[src/rtl/fir_pkg.sv]
`timescale 1ns / 1ps

package fir_pkg;

  // fixed field widths
  localparam int SAMPLE_W = 16;
  localparam int FRAC_W   = SAMPLE_W - 1;
  localparam int PROD_W   = 2 * SAMPLE_W;
  localparam int IDX_W    = 6;
  localparam int TAPCNT_W = 7;

  // opcodes
  localparam logic OP_COEF   = 1'b0;
  localparam logic OP_SAMPLE = 1'b1;

  // input item
  typedef struct packed {
    logic                       opcode;
    logic [IDX_W-1:0]           tap_index;
    logic signed [SAMPLE_W-1:0] value;
    logic                       block_start;
  } in_item_t;

  // result item
  typedef struct packed {
    logic signed [SAMPLE_W-1:0] filtered;
    logic                       saturated;
  } out_item_t;

  // per-cell control from the sequencer
  typedef struct packed {
    logic shift;
    logic coef_we;
    logic tap_en;
  } cell_ctl_t;

  // sequencer states
  typedef enum logic [2:0] {
    ST_IDLE,
    ST_PROD,
    ST_LAUNCH,
    ST_SWEEP,
    ST_DONE
  } state_t;

endpackage

[src/rtl/fir_tap_cell.sv]
`timescale 1ns / 1ps

module fir_tap_cell #(
  parameter int ACC_W = 38
) (
  input  logic                                 clk,
  input  logic                                 rst_n,
  input  fir_pkg::cell_ctl_t                   ctl,
  input  logic signed [fir_pkg::SAMPLE_W-1:0]  sample_in,
  input  logic signed [fir_pkg::SAMPLE_W-1:0]  coef_in,
  input  logic                                 act_in,
  input  logic signed [ACC_W-1:0]              sum_in,
  output logic signed [fir_pkg::SAMPLE_W-1:0]  sample_out,
  output logic                                 act_out,
  output logic signed [ACC_W-1:0]              sum_out
);

  logic signed [fir_pkg::SAMPLE_W-1:0] sample_r;
  logic signed [fir_pkg::SAMPLE_W-1:0] coef_r;
  logic signed [fir_pkg::PROD_W-1:0]   prod_r;
  logic signed [ACC_W-1:0]             sum_r;
  logic signed [ACC_W-1:0]             sum_nxt;
  logic                                act_r;

  // delay line tap and coefficient
  always_ff @(posedge clk) begin
    if (!rst_n) begin
      sample_r <= '0;
      coef_r   <= '0;
    end else begin
      if (ctl.shift) begin
        sample_r <= sample_in;
      end
      if (ctl.coef_we) begin
        coef_r <= coef_in;
      end
    end
  end

  // product of this tap, registered ahead of the add
  always_ff @(posedge clk) begin
    prod_r <= sample_r * coef_r;
  end

  // partial sum passing through this cell
  always_comb begin
    sum_nxt = sum_in;
    if (ctl.tap_en) begin
      sum_nxt = sum_in + ACC_W'(prod_r);
    end
  end

  always_ff @(posedge clk) begin
    if (!rst_n) begin
      act_r <= 1'b0;
    end else begin
      act_r <= act_in;
    end
  end

  always_ff @(posedge clk) begin
    if (act_in) begin
      sum_r <= sum_nxt;
    end
  end

  assign sample_out = sample_r;
  assign act_out    = act_r;
  assign sum_out    = sum_r;

endmodule

[config.mk]
export PLATFORM = sky130hd
export DESIGN_NAME = fir_tap_cell
export DESIGN_NICKNAME = d
export VERILOG_FILES = /design/src/rtl/fir_pkg.sv /design/src/rtl/fir_tap_cell.sv
export SDC_FILE = /design/constraint.sdc
export NUM_CORES = 1
export LEC_CHECK = 0
export BUFFER_PORTS_ARGS = -buffer_cell sky130_fd_sc_hd__buf_2
export CORE_MARGIN = 10
export CORE_UTILIZATION = 60
export CTS_CLUSTER_DIAMETER = 60
export DETAILED_ROUTE_END_ITERATION = 10
export GPL_ROUTABILITY_DRIVEN = 0
export GPL_TIMING_DRIVEN = 1
export PLACE_DENSITY = 0.77
export SKIP_CTS_REPAIR_TIMING = 1
export SKIP_LAST_GASP = 1
export SLEW_MARGIN = 0
export SYNTH_ARGS = -nofsm -noshare
export SYNTH_HDL_FRONTEND = slang
export SYNTH_SLANG_ARGS = --single-unit
[constraint.sdc]
create_clock -name clk -period 7.8 [get_ports clk]
set_input_delay 1.17 -clock clk [delete_from_list [all_inputs] [get_ports clk]]
set_output_delay 1.17 -clock clk [all_outputs]
set_load 0.005 [all_outputs]
==> impl_summary.log <==
INFO  metric worstMarginPinSlew = 857 ps
INFO  metric final_net_count = 2122
INFO  metric place.port_buffers = 130
INFO  metric grt_util_met2 = 36.2%
INFO  metric rr_worst_depth = 21
INFO  metric filler_cell_count = 2019
INFO  metric worstSkewPairLatency = 370 ps
INFO  metric grt_first_pass_wirelength = 56.9 mm
INFO  metric htreeDepth = 3
INFO  metric final_period_minus_worst_setup_slack = 6560 ps
INFO  metric post_synthesis_register_bit_count = 103
INFO  metric yosys.area_share.xor_xnor = 3.60%
INFO  metric hold_violations = 0
INFO  metric slew_viol_final = 0
INFO  metric ff_latch_area = 2440 um^2
INFO  metric vdd.ir_drop.worst = 0.000128 V
INFO  metric gr_layer_usage_met3 = 4.74%
INFO  metric setup_viol_count_final = 0
INFO  metric first_iter_violations = 785
INFO  metric timing.setup.critical_path_class = reg -> reg
INFO  metric tritoncts_num_sinks = 103
INFO  metric track_usage = 22.2%
INFO  metric rsz0062_at_grt = false
INFO  metric core.rowCount = 57
INFO  metric critPathMaxFanout = 18
INFO  metric drive_gt1_share = 10.8%
INFO  metric use_met1 = 29.6%
INFO  metric endpoint_kind_of_the_worst_setup_timing_path = flip-flop
INFO  metric leakage = 8.23 nW
INFO  metric synth_enable_flop_cells = 38
INFO  metric max_freq = 0.152 GHz
INFO  metric data_arrival_time_of_the_worst_path = 6820 ps
INFO  metric post-route-drc-count = 0
INFO  metric multiInputGateArea = 11300 um^2
INFO  metric floorplan.die.height = 178 um
INFO  metric timing.critical_path.mode_cell = sky130_fd_sc_hd__fa_1
INFO  metric synth_adder_area_share = 44.8%
INFO  metric core = 24500 um^2
INFO  metric routed_wl = 34.0 mm
INFO  metric synthesized_area_fraction_occupied_by_ao_oa_aoi_and_oai_cells = 8.17%
INFO  metric via_count = 10900
INFO  metric synth_seq_area_share = 16.2%
INFO  metric cp_startpoint_kind = flip-flop
INFO  metric antenna_violating_nets_post_route = 0
INFO  metric cts-root-to-sink-buffers = 2
INFO  metric path_cells = and2_1, fa_1, inv_1, fa_1, fa_1, inv_1, fa_1, fa_1, inv_1, fa_1, inv_1, ha_1, a21oi_1, o21ai_0, nor3_1, o31a_1, o31ai_1, a31o_2, a221oi_1, nor2_1, a211oi_1
INFO  metric final_min_period_over_clock_period = 84.1%
INFO  metric synth.mux.area_fraction = 3.99%
INFO  metric dr.pass1.iters = 6
INFO  metric ys_async_sr_fraction = 0%
INFO  metric areaGrowthSynthToFinish = 7.86%
INFO  metric io_pins = 131
INFO  metric die_w = 178 um
INFO  metric critPathSlowestCell = sky130_fd_sc_hd__dfxtp_1
INFO  metric globalRouteOverflowTotal = 0
INFO  metric slew_headroom = 42.8%
INFO  metric synth_cells = 1569
INFO  metric post-dp-hpwl = 27.9 mm
INFO  metric status = completed
INFO  metric synth_simple_gate_area_share = 14.5%
INFO  metric finalPower = 2.65 mW
INFO  metric finalClockSkew = 22.7 ps
INFO  metric syn_area_per_cell = 9.60 um^2
INFO  metric synth.yosys.warnings = 0
INFO  metric floorplan.die_area = 31900 um^2
INFO  metric detail_route.wl_per_cell = 17.1 um
INFO  metric number_of_global_route_vias_before_repair = 11600
INFO  metric min_path_cells = 2
INFO  metric power.density_cell_area = 163 nW/um^2
INFO  metric grt_antenna_before_repair = 0
INFO  metric largest_family_of_logic_cells_by_synthesized_area = adder cells
INFO  metric crit_path_max_incr_delay = 860 ps
INFO  metric timing.setup.tns = 0 ps
INFO  metric cts_made_buffers = 9
INFO  metric dominantRegCellSynth = sky130_fd_sc_hd__dfxtp_1
INFO  metric antennaDiodeCount = 0
INFO  metric synth.distinct_cells = 62
INFO  metric fin_cells = 1993
INFO  metric worst-endpoint-required = 8060 ps
INFO  metric most_heavily_used_metal_layer_in_global_routing = met2
INFO  metric dpl.cell_count = 1977
INFO  metric syn-num-nets = 2027
INFO  metric vias_per_cell = 5.47
INFO  metric mappedNetlistArea = 15100 um^2
INFO  metric clk_transition_reported_paths = 90 ps
INFO  metric starting_density_of_the_core = 61.4%
INFO  metric hold_class = reg -> reg
INFO  metric clock-root-buffer = sky130_fd_sc_hd__clkbuf_16
INFO  metric cap_violations = 0
INFO  metric grt_max_degree = 40
INFO  metric cts_tree = yes
==> registers in the layout, indices dropped and copies added (netlist names) <==
register	cells
sample_out	16
prod_r	32
coef_r	16
sum_out	38
act_out	1
==> worst max-delay path: cells and delay by family, from the launching register on <==
| family | cells | cell delay (ps) |
|---|---|---|
| adder cells (fa/ha/maj) | 7 | 3140 |
| AO/OA/AOI/OAI | 7 | 1630 |
| flip-flops | 1 | 860 |
| AND/OR/NAND/NOR | 3 | 560 |
| buffers and inverters | 4 | 230 |
==> final timing paths <==
check	from	to	slack, ps
hold / removal	prod_r[0]$_DFF_P_	sum_out[0]$_DFFE_PP_	660
hold reg to reg	prod_r[0]$_DFF_P_	sum_out[0]$_DFFE_PP_	660
setup / recovery	sample_out[8]$_SDFFE_PN0P_	prod_r[31]$_DFF_P_	1240
setup reg to reg	sample_out[8]$_SDFFE_PN0P_	prod_r[31]$_DFF_P_	1240
==> cells by family (layout without fill, tap and decap cells) <==
family          after synthesis  in the layout
xor+xnor                     62             62
fa+ha+maj                   382            382
simple gates                431            431
buf+inv                     347            447
compound gates              187            187
flops                       103            103
mux                          57             57
==> routing by layer <==
metal | vias to the layer above | part of all wire (%) | routed length [um]
met3 | 42 | 8.3 | 2820
met4 | 0 | 1.8 | 607
met5 | - | 0 | 0
met1 | 5318 | 44 | 14900
li1 | 5131 | - | -
met2 | 403 | 46 | 15700
==> per-stage QoR <==
stage                     worst slack (ps)  cell area (um^2)  util (%)  hold WS (ps)
after floorplan                       1750             15100         -           534
after global placement                1460             16000      65.0           627
after detailed placement              1310             16000      65.0           648
after CTS                             1250             16300      66.2           668
after global routing                   822             16300      66.2           690
final                                 1240             16300      66.2           660
==> synthesized netlist by cell type (all sizes together) (3+ instances only) <==
master | instances | area share [%]
a21o | 22 | 1.1
xor2 | 12 | 0.70
and2 | 133 | 5.5
inv | 298 | 7.4
o21ai | 38 | 1.3
o21a | 7 | 0.35
nor2 | 47 | 1.2
and3 | 6 | 0.25
o211ai | 5 | 0.28
ha | 119 | 9.9
nor3 | 15 | 0.50
nand3 | 10 | 0.33
mux2i | 32 | 2.1
a31oi | 8 | 0.33
mux2 | 25 | 1.9
a221o | 4 | 0.27
xnor2 | 50 | 2.9
fa | 263 | 35
nand4 | 5 | 0.21
clkbuf | 45 | 1.1
nor2b | 42 | 1.7
a21oi | 55 | 1.9
dfxtp | 65 | 8.6
edfxtp | 38 | 7.6
o31ai | 7 | 0.35
a211oi | 9 | 0.45
a31o | 3 | 0.17
nand2 | 153 | 3.8
buf | 3 | 0.083
o21bai | 7 | 0.35
nand2b | 7 | 0.29
==> area by class of cell <==
type / count / share of cell area (%)
Multi-Input combinational cell: 1119 / 69.7
Sequential cell: 103 / 15.0
Inverter: 299 / 6.91
Timing Repair Buffer: 132 / 4.10
Tap cell: 324 / 2.49
Clock buffer: 10 / 1.43
Clock inverter: 6 / 0.385
==> placed cells by master (no fill, tap or decap), types with 12 or more instances in the layout <==
master,instances
sky130_fd_sc_hd__dfxtp_1,65
sky130_fd_sc_hd__nor2_1,47
sky130_fd_sc_hd__a21o_1,22
sky130_fd_sc_hd__fa_1,263
sky130_fd_sc_hd__mux2i_1,32
sky130_fd_sc_hd__buf_2,130
sky130_fd_sc_hd__nor3_1,15
sky130_fd_sc_hd__o21ai_0,35
sky130_fd_sc_hd__xnor2_1,50
sky130_fd_sc_hd__nor2b_1,42
sky130_fd_sc_hd__mux2_2,25
sky130_fd_sc_hd__nand2_1,153
sky130_fd_sc_hd__ha_1,119
sky130_fd_sc_hd__and2_1,133
sky130_fd_sc_hd__inv_1,298
sky130_fd_sc_hd__xor2_1,12
sky130_fd_sc_hd__a21oi_1,54
sky130_fd_sc_hd__edfxtp_1,38
==> where the power goes <==
group | internal [mW] | switching (mW)
Clock | 0.229 | 0.227
Sequential | 0.698 | 0.0831
Combinational | 0.642 | 0.773
Power figures use the tool's default switching activity.
